### src/hdl/qdsk_pkg.sv
package qdsk_pkg;

    localparam int COORD_W    = 32;
    localparam int COEF_W     = 16;
    localparam int COEF_FRAC  = 12;
    localparam int FRAC_W     = 16;
    localparam int SUM_W      = COORD_W + 2;
    localparam int PROD_W     = COORD_W + COEF_W;
    localparam int ACC_W      = PROD_W + 2;
    localparam int EYE_W      = ACC_W - COEF_FRAC;
    localparam int DIVIDEND_W = EYE_W + FRAC_W;
    localparam int MAT_W      = 4 * COEF_W;
    localparam int VIEW_W     = 3 * COEF_W;
    localparam int CFG_IDX_W  = 3;

    localparam logic [COORD_W-1:0] KEY_MAX = {1'b0, {(COORD_W-1){1'b1}}};
    localparam logic [COORD_W-1:0] KEY_MIN = {1'b1, {(COORD_W-1){1'b0}}};

    // register map
    localparam logic [CFG_IDX_W-1:0] CFG_MAT_COL0 = 3'd0;
    localparam logic [CFG_IDX_W-1:0] CFG_MAT_COL1 = 3'd1;
    localparam logic [CFG_IDX_W-1:0] CFG_MAT_COL2 = 3'd2;
    localparam logic [CFG_IDX_W-1:0] CFG_MAT_COL3 = 3'd3;
    localparam logic [CFG_IDX_W-1:0] CFG_VIEW_DIR = 3'd4;

    typedef struct packed {
        logic                  start;
        logic [DIVIDEND_W-1:0] dividend;
        logic [EYE_W-1:0]      divisor;
    } div_req_t;

    typedef struct packed {
        logic               done;
        logic [COORD_W-1:0] quotient;
    } div_rsp_t;

endpackage

### src/hdl/qdsk_div.sv
// Radix-2 restoring divider, signed, truncating toward zero, result
// saturated to 32 bits. Divisor must be nonzero.
module qdsk_div (
    input  logic                clk,
    input  logic                rst_n,
    input  qdsk_pkg::div_req_t  req,
    output qdsk_pkg::div_rsp_t  rsp
);

    localparam int DW    = qdsk_pkg::DIVIDEND_W;
    localparam int EW    = qdsk_pkg::EYE_W;
    localparam int CW    = qdsk_pkg::COORD_W;
    localparam int CNT_W = $clog2(DW + 1);

    logic             busy_reg;
    logic             done_reg;
    logic [CNT_W-1:0] cnt_reg;
    logic             neg_reg;
    logic [EW-1:0]    rem_reg;
    logic [DW-1:0]    quo_reg;
    logic [EW-1:0]    den_reg;
    logic [CW-1:0]    quot_reg;

    logic [DW-1:0]    num_mag;
    logic [EW-1:0]    den_mag;
    logic [EW:0]      shifted;
    logic [EW+1:0]    trial;
    logic             fits;
    logic [EW-1:0]    rem_next;
    logic [DW-1:0]    quo_next;
    logic             ovf_pos;
    logic             ovf_neg;
    logic [CW-1:0]    sat_next;

    always_comb
    begin
        num_mag  = req.dividend[DW-1] ? (~req.dividend + 1'b1) : req.dividend;
        den_mag  = req.divisor[EW-1] ? (~req.divisor + 1'b1) : req.divisor;
        shifted  = {rem_reg, quo_reg[DW-1]};
        trial    = {1'b0, shifted} - {2'b00, den_reg};
        fits     = !trial[EW+1];
        rem_next = fits ? trial[EW-1:0] : shifted[EW-1:0];
        quo_next = {quo_reg[DW-2:0], fits};
        // magnitude limits: 2^31 - 1 when positive, 2^31 when negative
        ovf_pos  = |quo_reg[DW-1:CW-1];
        ovf_neg  = (|quo_reg[DW-1:CW]) || (quo_reg[CW-1] && (|quo_reg[CW-2:0]));
        if (neg_reg)
        begin
            sat_next = ovf_neg ? qdsk_pkg::KEY_MIN : (~quo_reg[CW-1:0] + 1'b1);
        end
        else
        begin
            sat_next = ovf_pos ? qdsk_pkg::KEY_MAX : quo_reg[CW-1:0];
        end
    end

    always_ff @(posedge clk or negedge rst_n)
    begin
        if (!rst_n)
        begin
            busy_reg <= 1'b0;
            done_reg <= 1'b0;
            cnt_reg  <= '0;
        end
        else
        begin
            done_reg <= 1'b0;
            if (req.start)
            begin
                busy_reg <= 1'b1;
                cnt_reg  <= '0;
            end
            else if (busy_reg)
            begin
                if (cnt_reg == CNT_W'(DW))
                begin
                    busy_reg <= 1'b0;
                    done_reg <= 1'b1;
                end
                else
                begin
                    cnt_reg <= cnt_reg + 1'b1;
                end
            end
        end
    end

    always_ff @(posedge clk)
    begin
        if (req.start)
        begin
            neg_reg <= req.dividend[DW-1] ^ req.divisor[EW-1];
            rem_reg <= '0;
            quo_reg <= num_mag;
            den_reg <= den_mag;
        end
        else if (busy_reg)
        begin
            if (cnt_reg == CNT_W'(DW))
            begin
                quot_reg <= sat_next;
            end
            else
            begin
                rem_reg <= rem_next;
                quo_reg <= quo_next;
            end
        end
    end

    assign rsp.done     = done_reg;
    assign rsp.quotient = quot_reg;

endmodule

### src/hdl/quad_depth_sort_key.sv
// Painter's-sort depth key for quads. Vertices (Q16.16) are taken one per
// transfer and summed; the fourth vertex of each quad starts the key
// computation and in_ready stays low until it is done. The centroid goes
// through the 4x4 column-major matrix (Q4.12), eye x/y/z are divided by eye w
// and dotted with the view direction. All products share one 32x16
// multiplier (12 for the matrix, 3 for the dot) and the three divides share
// one 54-step radix-2 divider. When eye w is zero the divides and the dot
// are skipped, the key saturates to the largest value and w_was_zero is
// set. The key computation ends by waiting for the output register to be
// free. Vertices 1 to 3 are accepted without a stall. The finished result
// sits in an output register; the next quad's vertices are accepted while
// it waits.
module quad_depth_sort_key (
    input  logic                                  clk,
    input  logic                                  rst_n,
    input  logic                                  cfg_write,
    input  logic [qdsk_pkg::CFG_IDX_W-1:0]        cfg_index,
    input  logic [qdsk_pkg::MAT_W-1:0]            cfg_data,
    input  logic                                  in_valid,
    output logic                                  in_ready,
    input  logic signed [qdsk_pkg::COORD_W-1:0]   vertex_x,
    input  logic signed [qdsk_pkg::COORD_W-1:0]   vertex_y,
    input  logic signed [qdsk_pkg::COORD_W-1:0]   vertex_z,
    output logic                                  out_valid,
    input  logic                                  out_ready,
    output logic signed [qdsk_pkg::COORD_W-1:0]   depth_key,
    output logic                                  before_previous,
    output logic                                  w_was_zero
);

    localparam int CW  = qdsk_pkg::COORD_W;
    localparam int KW  = qdsk_pkg::COEF_W;
    localparam int SW  = qdsk_pkg::SUM_W;
    localparam int PW  = qdsk_pkg::PROD_W;
    localparam int AW  = qdsk_pkg::ACC_W;
    localparam int EW  = qdsk_pkg::EYE_W;
    localparam int FW  = qdsk_pkg::FRAC_W;
    localparam int QF  = qdsk_pkg::COEF_FRAC;

    typedef enum logic [3:0] {
        ST_IDLE,
        ST_MAT_MUL,
        ST_MAT_ACC,
        ST_W_CHECK,
        ST_DIV_START,
        ST_DIV_WAIT,
        ST_DOT_MUL,
        ST_DOT_ACC,
        ST_FINISH
    } state_t;

    state_t                  state_reg;
    logic [qdsk_pkg::MAT_W-1:0]  mat_col_reg [3];
    logic [qdsk_pkg::MAT_W-1:0]  mat_trans_reg;
    logic [qdsk_pkg::VIEW_W-1:0] view_reg;

    logic signed [SW-1:0]    sum_x_reg;
    logic signed [SW-1:0]    sum_y_reg;
    logic signed [SW-1:0]    sum_z_reg;
    logic [1:0]              vcount_reg;
    logic signed [CW-1:0]    c_reg [3];
    logic signed [EW-1:0]    eye_reg [4];
    logic signed [CW-1:0]    q_reg [3];
    logic [1:0]              row_reg;
    logic [1:0]              col_reg;
    logic signed [PW-1:0]    prod_reg;
    logic signed [AW-1:0]    acc_reg;
    logic [CW-1:0]           key_reg;
    logic                    wzero_reg;
    logic signed [CW-1:0]    prev_key_reg;
    logic                    have_prev_reg;

    logic                    out_valid_reg;
    logic signed [CW-1:0]    depth_key_reg;
    logic                    before_prev_reg;
    logic                    w_zero_out_reg;

    logic signed [SW-1:0]    sum_x_next;
    logic signed [SW-1:0]    sum_y_next;
    logic signed [SW-1:0]    sum_z_next;
    logic                    in_xfer;
    logic signed [CW-1:0]    mul_a;
    logic signed [KW-1:0]    mul_b;
    logic signed [PW-1:0]    prod_next;
    logic signed [KW-1:0]    trans;
    logic signed [AW-1:0]    acc_base;
    logic signed [AW-1:0]    acc_next;
    logic signed [EW-1:0]    acc_q;
    logic                    key_ovf_pos;
    logic                    key_ovf_neg;
    logic [CW-1:0]           key_sat;
    logic                    mat_phase;

    qdsk_pkg::div_req_t      div_req;
    qdsk_pkg::div_rsp_t      div_rsp;

    qdsk_div u_div (
        .clk   (clk),
        .rst_n (rst_n),
        .req   (div_req),
        .rsp   (div_rsp)
    );

    always_comb
    begin
        in_ready   = (state_reg == ST_IDLE);
        in_xfer    = in_valid && in_ready;
        sum_x_next = sum_x_reg + SW'(vertex_x);
        sum_y_next = sum_y_reg + SW'(vertex_y);
        sum_z_next = sum_z_reg + SW'(vertex_z);

        mat_phase = (state_reg == ST_MAT_MUL) || (state_reg == ST_MAT_ACC);
        if (mat_phase)
        begin
            mul_a = c_reg[col_reg];
            mul_b = mat_col_reg[col_reg][{row_reg, 4'b0000} +: KW];
        end
        else
        begin
            mul_a = q_reg[col_reg];
            mul_b = view_reg[{col_reg, 4'b0000} +: KW];
        end
        prod_next = mul_a * mul_b;

        // translation column times w = 1, aligned to Q.28
        trans    = mat_trans_reg[{row_reg, 4'b0000} +: KW];
        acc_base = (col_reg != 2'd0) ? acc_reg
                 : (mat_phase ? {{(AW-KW-FW){trans[KW-1]}}, trans, {FW{1'b0}}} : '0);
        acc_next = acc_base + AW'(prod_reg);
        acc_q    = acc_next[AW-1:QF];

        key_ovf_pos = !acc_q[EW-1] && (|acc_q[EW-2:CW-1]);
        key_ovf_neg = acc_q[EW-1] && !(&acc_q[EW-2:CW-1]);
        if (key_ovf_pos)
        begin
            key_sat = qdsk_pkg::KEY_MAX;
        end
        else if (key_ovf_neg)
        begin
            key_sat = qdsk_pkg::KEY_MIN;
        end
        else
        begin
            key_sat = acc_q[CW-1:0];
        end

        div_req.start    = (state_reg == ST_DIV_START);
        div_req.dividend = {eye_reg[col_reg], {FW{1'b0}}};
        div_req.divisor  = eye_reg[3];
    end

    always_ff @(posedge clk or negedge rst_n)
    begin
        if (!rst_n)
        begin
            state_reg       <= ST_IDLE;
            mat_col_reg     <= '{default: '0};
            mat_trans_reg   <= '0;
            view_reg        <= '0;
            sum_x_reg       <= '0;
            sum_y_reg       <= '0;
            sum_z_reg       <= '0;
            vcount_reg      <= '0;
            c_reg           <= '{default: '0};
            eye_reg         <= '{default: '0};
            q_reg           <= '{default: '0};
            row_reg         <= '0;
            col_reg         <= '0;
            prod_reg        <= '0;
            acc_reg         <= '0;
            key_reg         <= '0;
            wzero_reg       <= 1'b0;
            prev_key_reg    <= '0;
            have_prev_reg   <= 1'b0;
            out_valid_reg   <= 1'b0;
            depth_key_reg   <= '0;
            before_prev_reg <= 1'b0;
            w_zero_out_reg  <= 1'b0;
        end
        else
        begin
            if (cfg_write)
            begin
                unique case (cfg_index)
                    qdsk_pkg::CFG_MAT_COL0: mat_col_reg[0] <= cfg_data;
                    qdsk_pkg::CFG_MAT_COL1: mat_col_reg[1] <= cfg_data;
                    qdsk_pkg::CFG_MAT_COL2: mat_col_reg[2] <= cfg_data;
                    qdsk_pkg::CFG_MAT_COL3: mat_trans_reg  <= cfg_data;
                    qdsk_pkg::CFG_VIEW_DIR: view_reg <= cfg_data[qdsk_pkg::VIEW_W-1:0];
                    default: ;
                endcase
            end

            // in ST_FINISH a taken result is replaced by the new one below
            if (out_valid_reg && out_ready && (state_reg != ST_FINISH))
            begin
                out_valid_reg <= 1'b0;
            end

            unique case (state_reg)
                ST_IDLE:
                begin
                    if (in_xfer)
                    begin
                        if (vcount_reg == 2'd3)
                        begin
                            // centroid: floor of sum / 4
                            c_reg[0]   <= sum_x_next[SW-1:2];
                            c_reg[1]   <= sum_y_next[SW-1:2];
                            c_reg[2]   <= sum_z_next[SW-1:2];
                            sum_x_reg  <= '0;
                            sum_y_reg  <= '0;
                            sum_z_reg  <= '0;
                            vcount_reg <= '0;
                            row_reg    <= '0;
                            col_reg    <= '0;
                            state_reg  <= ST_MAT_MUL;
                        end
                        else
                        begin
                            sum_x_reg  <= sum_x_next;
                            sum_y_reg  <= sum_y_next;
                            sum_z_reg  <= sum_z_next;
                            vcount_reg <= vcount_reg + 1'b1;
                        end
                    end
                end
                ST_MAT_MUL:
                begin
                    prod_reg  <= prod_next;
                    state_reg <= ST_MAT_ACC;
                end
                ST_MAT_ACC:
                begin
                    acc_reg <= acc_next;
                    if (col_reg == 2'd2)
                    begin
                        eye_reg[row_reg] <= acc_q;
                        col_reg          <= '0;
                        if (row_reg == 2'd3)
                        begin
                            state_reg <= ST_W_CHECK;
                        end
                        else
                        begin
                            row_reg   <= row_reg + 1'b1;
                            state_reg <= ST_MAT_MUL;
                        end
                    end
                    else
                    begin
                        col_reg   <= col_reg + 1'b1;
                        state_reg <= ST_MAT_MUL;
                    end
                end
                ST_W_CHECK:
                begin
                    col_reg <= '0;
                    if (eye_reg[3] == '0)
                    begin
                        key_reg   <= qdsk_pkg::KEY_MAX;
                        wzero_reg <= 1'b1;
                        state_reg <= ST_FINISH;
                    end
                    else
                    begin
                        wzero_reg <= 1'b0;
                        state_reg <= ST_DIV_START;
                    end
                end
                ST_DIV_START:
                begin
                    state_reg <= ST_DIV_WAIT;
                end
                ST_DIV_WAIT:
                begin
                    if (div_rsp.done)
                    begin
                        q_reg[col_reg] <= div_rsp.quotient;
                        if (col_reg == 2'd2)
                        begin
                            col_reg   <= '0;
                            state_reg <= ST_DOT_MUL;
                        end
                        else
                        begin
                            col_reg   <= col_reg + 1'b1;
                            state_reg <= ST_DIV_START;
                        end
                    end
                end
                ST_DOT_MUL:
                begin
                    prod_reg  <= prod_next;
                    state_reg <= ST_DOT_ACC;
                end
                ST_DOT_ACC:
                begin
                    acc_reg <= acc_next;
                    if (col_reg == 2'd2)
                    begin
                        key_reg   <= key_sat;
                        col_reg   <= '0;
                        state_reg <= ST_FINISH;
                    end
                    else
                    begin
                        col_reg   <= col_reg + 1'b1;
                        state_reg <= ST_DOT_MUL;
                    end
                end
                ST_FINISH:
                begin
                    // wait for the output register to be free
                    if (!out_valid_reg || out_ready)
                    begin
                        out_valid_reg   <= 1'b1;
                        depth_key_reg   <= key_reg;
                        before_prev_reg <= have_prev_reg && ($signed(key_reg) < prev_key_reg);
                        w_zero_out_reg  <= wzero_reg;
                        prev_key_reg    <= key_reg;
                        have_prev_reg   <= 1'b1;
                        state_reg       <= ST_IDLE;
                    end
                end
                default:
                begin
                    state_reg <= ST_IDLE;
                end
            endcase
        end
    end

    assign out_valid       = out_valid_reg;
    assign depth_key       = depth_key_reg;
    assign before_previous = before_prev_reg;
    assign w_was_zero      = w_zero_out_reg;

endmodule

### config.mk
export PLATFORM = sky130hd
export DESIGN_NAME = quad_depth_sort_key
export DESIGN_NICKNAME = d
export VERILOG_FILES = /design/src/hdl/qdsk_pkg.sv /design/src/hdl/qdsk_div.sv /design/src/hdl/quad_depth_sort_key.sv
export SDC_FILE = /design/constraint.sdc
export NUM_CORES = 2
export LEC_CHECK = 0
export BUFFER_PORTS_ARGS = -buffer_cell sky130_fd_sc_hd__buf_2
export CORE_ASPECT_RATIO = 0.7
export CORE_MARGIN = 2
export CORE_UTILIZATION = 25
export DETAILED_ROUTE_END_ITERATION = 10
export PLACE_DENSITY = 0.37
export SETUP_SLACK_MARGIN = 0.5
export SYNTH_ARGS = -nofsm -noshare
export SYNTH_HDL_FRONTEND = slang
export SYNTH_SLANG_ARGS = --single-unit
### constraint.sdc
create_clock -name clk -period 17.43 [get_ports clk]
set_clock_uncertainty 0.05 [all_clocks]
set_input_delay 3.486 -clock clk [delete_from_list [all_inputs] [get_ports clk]]
set_output_delay 3.486 -clock clk [all_outputs]
set_load 0.02 [all_outputs]
# After elaboration in Yosys (flattened, before gate mapping)
# Index checks and enable logic that the tools add are counted.
# classes
add_sub_neg,12
mul,1
magnitude_cmp,5
eq_ne,26
shifts,3
muxes,71
n_bitwise,8
reduce_logical,48
# ops
operator,n
$mux 32,13
$mux 54,4
$bwmux 152,1
$mux 38,4
$bmux 32 s2,2
$bmux 64 s2,1
$mux 64,2
$shiftx 64x7->16,2
$add 34x32->34,3
$mux 34,3
$mux 50,2
$bwmux 96,1
$bmux 38 s2,1
$demux 38 s2,1
$demux 32 s2,1
$pmux 32 s2,1
$add 54x1->54 const B,1
$not 54->54,1
$add 50x48->50,1
$mul 32x16->48,1
$shiftx 48x7->16,1
$sub 39x38->40,1
$add 38x1->38 const B,1
$logic_not 38->1,1
other kinds (49),124
# word_totals
regBits,1098
inputBits,168
output_inout_bits,36

# Logic depth before layout (Yosys ltp)
# logic_depth
word_depth,12
mapped_depth,38
depth_no_buf,34

# By module
# Synthesis repeated with hierarchy kept, for this count alone.
# unflattened
cells_unflattened,7453
hier_area_um2,76947.5
# by_module_without_submodules
module,instances,cells_each,area_per_inst_um2,seq_area_each_um2
quad_depth_sort_key,1,6204,65661.7,23197.2
qdsk_div,1,1249,11285.8,4714.5

# Least setup slack after synthesis
# No wires, ideal clock.
# synth_path
kind,register to register
start,register col_reg[0]
end,register prod_reg[43]
arrival_ns,9.491
path_slack_ns,7.755
path_stages_with_launch,36
path_buffers,8
synth_period_minus_slack_ns,9.675
cell_sequence,dfrtp_1 buf_2 buf_1 clkbuf_1 buf_1 clkbuf_1 buf_2 buf_2 mux2i_1 nor2_1 a21oi_1 a21oi_1 clkbuf_1 nand2_1 fa_1 fa_1 fa_1 inv_1 fa_1 fa_1 inv_1 fa_1 inv_1 ha_1 a21oi_1 a21oi_1 o21a_1 a311o_1 o41a_1 a41o_1 a2111o_1 nand2_1 o21ai_0 a21oi_1 xor2_1 o21ai_0
# synth_via
elab_chain_cells,7
word_cells_on_any_way,15
# synth_rtl
item,line_no,text
"start, declared",quad_depth_sort_key.sv:65,logic [1:0] col_reg;
"start signal, assigned",quad_depth_sort_key.sv:252,col_reg <= col_reg + 1'b1;
"start signal, assigned",quad_depth_sort_key.sv:287,col_reg <= col_reg + 1'b1;
"start signal, assigned",quad_depth_sort_key.sv:308,col_reg <= col_reg + 1'b1;
$not 2->3 (implied by the code),"quad_depth_sort_key.sv:115, quad_depth_sort_key.sv:116, quad_depth_sort_key.sv:120",
$bmux 64 s2,quad_depth_sort_key.sv:116,"mul_b = mat_col_reg[col_reg][{row_reg, 4'b0000} +: KW];"
$mux 64 (implied by the code) (2 in a row),quad_depth_sort_key.sv:116,
$shiftx 64x7->16,quad_depth_sort_key.sv:116,
$mux 16,quad_depth_sort_key.sv:113,if (mat_phase)
$mul 32x16->48 (*),quad_depth_sort_key.sv:123,prod_next = mul_a * mul_b;
"end signal, assigned",quad_depth_sort_key.sv:230,prod_reg <= prod_next;
"end signal, assigned",quad_depth_sort_key.sv:294,prod_reg <= prod_next;
"end, declared",quad_depth_sort_key.sv:66,logic signed [PW-1:0] prod_reg;
# Every way passes the cells marked *; elsewhere a longest branch is shown, timed or not. The select of a mux whose other input is x is not followed.
# A chain may end at the register's enable or synchronous reset.

# Worst setup path in the final report
# layout_path
start,register col_reg[1]
end,register prod_reg[41]
# The elaborated chain is that of the path after synthesis.

==> flow_metrics.tcl <==
set metrics [dict create \
    critPathCaptureType "flop" \
    grt_usage 0.171 \
    syn2layout_area_growth_pct 14.0 \
    crit_path_max_incr_delay_ns 0.88 \
    ant_nets 0 \
    cts_buffers 140 \
    rows 168 \
    final_layout_size_suffix_gt1_frac 0.183 \
    status "completed" \
    netlist.area_leader.share 0.310 \
    nNetsFinal 8411 \
    io_buffers 203 \
    crit_fanout 46 \
    clk_pin_slew_ns 0.06 \
    drc_errors 0 \
    initial_core_util 0.252 \
    setup_viol 0 \
    antenna_found_initial 43 \
    ys_warn_count 0 \
    gp_congestion 0.845 \
    final_core_util 0.287 \
    multi_input_area_um2 43800 \
    cts.sinks 1098 \
    post_drt_wl_per_cell_um 22.8 \
    fp.dieH_um 464 \
    hold_class "flop to flop" \
    dp_hpwl_um 194000 \
    synthTopCellsByArea "dfrtp_1 (31%), fa_1 (13%), mux2_2 (10%)" \
    fmax_ghz 0.0874 \
    largest_reg_flops 192 \
    grt_pass1_vias 56300 \
    max_cap_violations 0 \
    holdWs_ns 0.392 \
    vias 54800 \
    slew_headroom 0.0416 \
    worst_pin_slew_ns 1.43 \
    ys.flop_type "dfrtp_1" \
    syn_area_um2 75500 \
    crit_start "col_reg[1]$_DFFE_PN0P_" \
    cp_common_cell "fa_1" \
    startpoint_type "flop" \
    worstPathRequired_ns 18.03 \
    fillerInstances 31300 \
    cts_hold_buf 0 \
    clockBufferDepth 4 \
    cts_tree "built" \
    ctsResizeCount 0 \
    root_buffer "clkbuf_16" \
    clk-insertion-delay-late_ns 0.86 \
    yosys.area.top_type "dfrtp_1" \
    ios 204 \
    synth_edf_count 125 \
    viasPerCell 4.76 \
    layout_common_cells "dfrtp_1 (931), nand2_1 (786), inv_1 (696)" \
    post-cts-setup-buffers 0 \
    fin_crit_ns 11.45 \
    syn-num-nets 8294 \
    crit_slowest_cell "nor2_4" \
    hold_viol 0 \
    tns_ns 0 \
    grt_start_max_net_pins 164 \
    final_common_cell "dfrtp_1" \
    arrival_ns 12.05 \
    register_area_um2 27900 \
    period_share 0.657 \
    rsz0062_at_grt "false" \
    first_iter_violations 3892 \
    seq_area_frac_synth 0.370 \
    drtPass1Iterations 6 \
    synthCells 7294 \
    overflow 0 \
    min-delay-start "have_prev_reg$_DFFE_PN0P_" \
    core_area_um2 300000 \
    syn_avg_cell_area_um2 10.4 \
    ys_ff_latch 1098 \
    drv_slew 0 \
    crit_type "flop to flop" \
    ys_async_sr_fraction 0.852 \
    htree_levels 4 \
    r2r-start "col_reg[1]$_DFFE_PN0P_" \
    ys_types 81 \
    grt_pass1_wl_um 392000 \
    die_area_um2 306000 \
    worst_slack_ns 5.98 \
    die_width_um 661 \
    wirelength_um 263000 \
    dp_slack_ns 5.89 \
]
## Yosys cell counts, drive strengths merged (38+ instances only)
cell type and number:
a21o 124, a21oi 318, a221oi 77, a22o 101
and2 65, buf 54, clkbuf 313, dfrtp 935
dfxtp 38, edfxtp 125, fa 491, ha 341
inv 700, mux2 680, mux2i 111, mux4 53
nand2 792, nand2b 89, nand3 55, nor2 406
nor2b 57, nor3 64, o211ai 40, o21a 67
o21ai 469, o31ai 49, xnor2 207, xor2 94
## layer usage
metal | global-route usage | wire [um] | vias to the layer above
li1 | - | - | 25300
met1 | 0.269 | 137000 | 28200
met2 | 0.247 | 109000 | 1070
met3 | 0.0195 | 11100 | 277
met4 | 0.0351 | 5460 | 8
met5 | 0 | 57 | -
## worst paths after layout
| kind | endpoint | slack (ns) | cells past startpoint |
|---|---|---|---|
| min in group asynchronous | c_reg[58]$_DFFE_PN0P_ | 2.68 | 1 |
| min | have_prev_reg$_DFFE_PN0P_ | 0.39 | 2 |
| min reg2reg | have_prev_reg$_DFFE_PN0P_ | 0.39 | 2 |
| max reg2reg | prod_reg[41]$_DFFE_PN0P_ | 5.98 | 32 |
| max | prod_reg[41]$_DFFE_PN0P_ | 5.98 | 32 |
| max in group asynchronous | depth_key[31]$_DFFE_PN0P_ | 11.55 | 4 |
## stage by stage
| step | instance area [um2] | cells |
|---|---|---|
| 3_5_place_dp | 81500 | 11300 |
| 5_1_grt | 86000 | 11500 |
| 2_1_floorplan | 75500 | 7294 |
| 6_report | 86100 | 11500 |
| 4_1_cts | 86000 | 11500 |
| 3_3_place_gp | 81500 | 11300 |
## critical path: cells and delay by family (launching register included)
family,cells,cell delay [ns]
and+or+nand+nor,3,1.15
adders and majority gates,7,3.46
DFF,1,0.60
xor gates and xnor gates,1,0.17
AOI/OAI and AO/OA,14,3.25
buffers and inverters,7,2.49
## cell families (layout without fill, tap and decap cells)
kind of cell               Yosys count  after routing  share of synthesized area
buffers and inverters             1069           1283                     0.0533
AOI/OAI and AO/OA                 1444           1444                      0.122
other                                0             20                          0
muxes                              844            844                      0.132
xor gates and xnor gates           301            301                     0.0349
and+or+nand+nor                   1706           1706                      0.101
adders and majority gates          832            832                      0.187
DFF                               1098           1098                      0.370
## cell type report
cell class,count,share of cell area
antenna,20,0.000582
sequential,1098,0.324
tap,3995,0.0581
clock inverter,39,0.00505
clock buffer,200,0.0468
multi-input combinational,5127,0.509
inverter,702,0.0306
timing repair buffer,342,0.0249
Power is left out: the tool's default activity adds up to more than one toggle a clock period on the data nets, which glitch-free logic cannot reach.
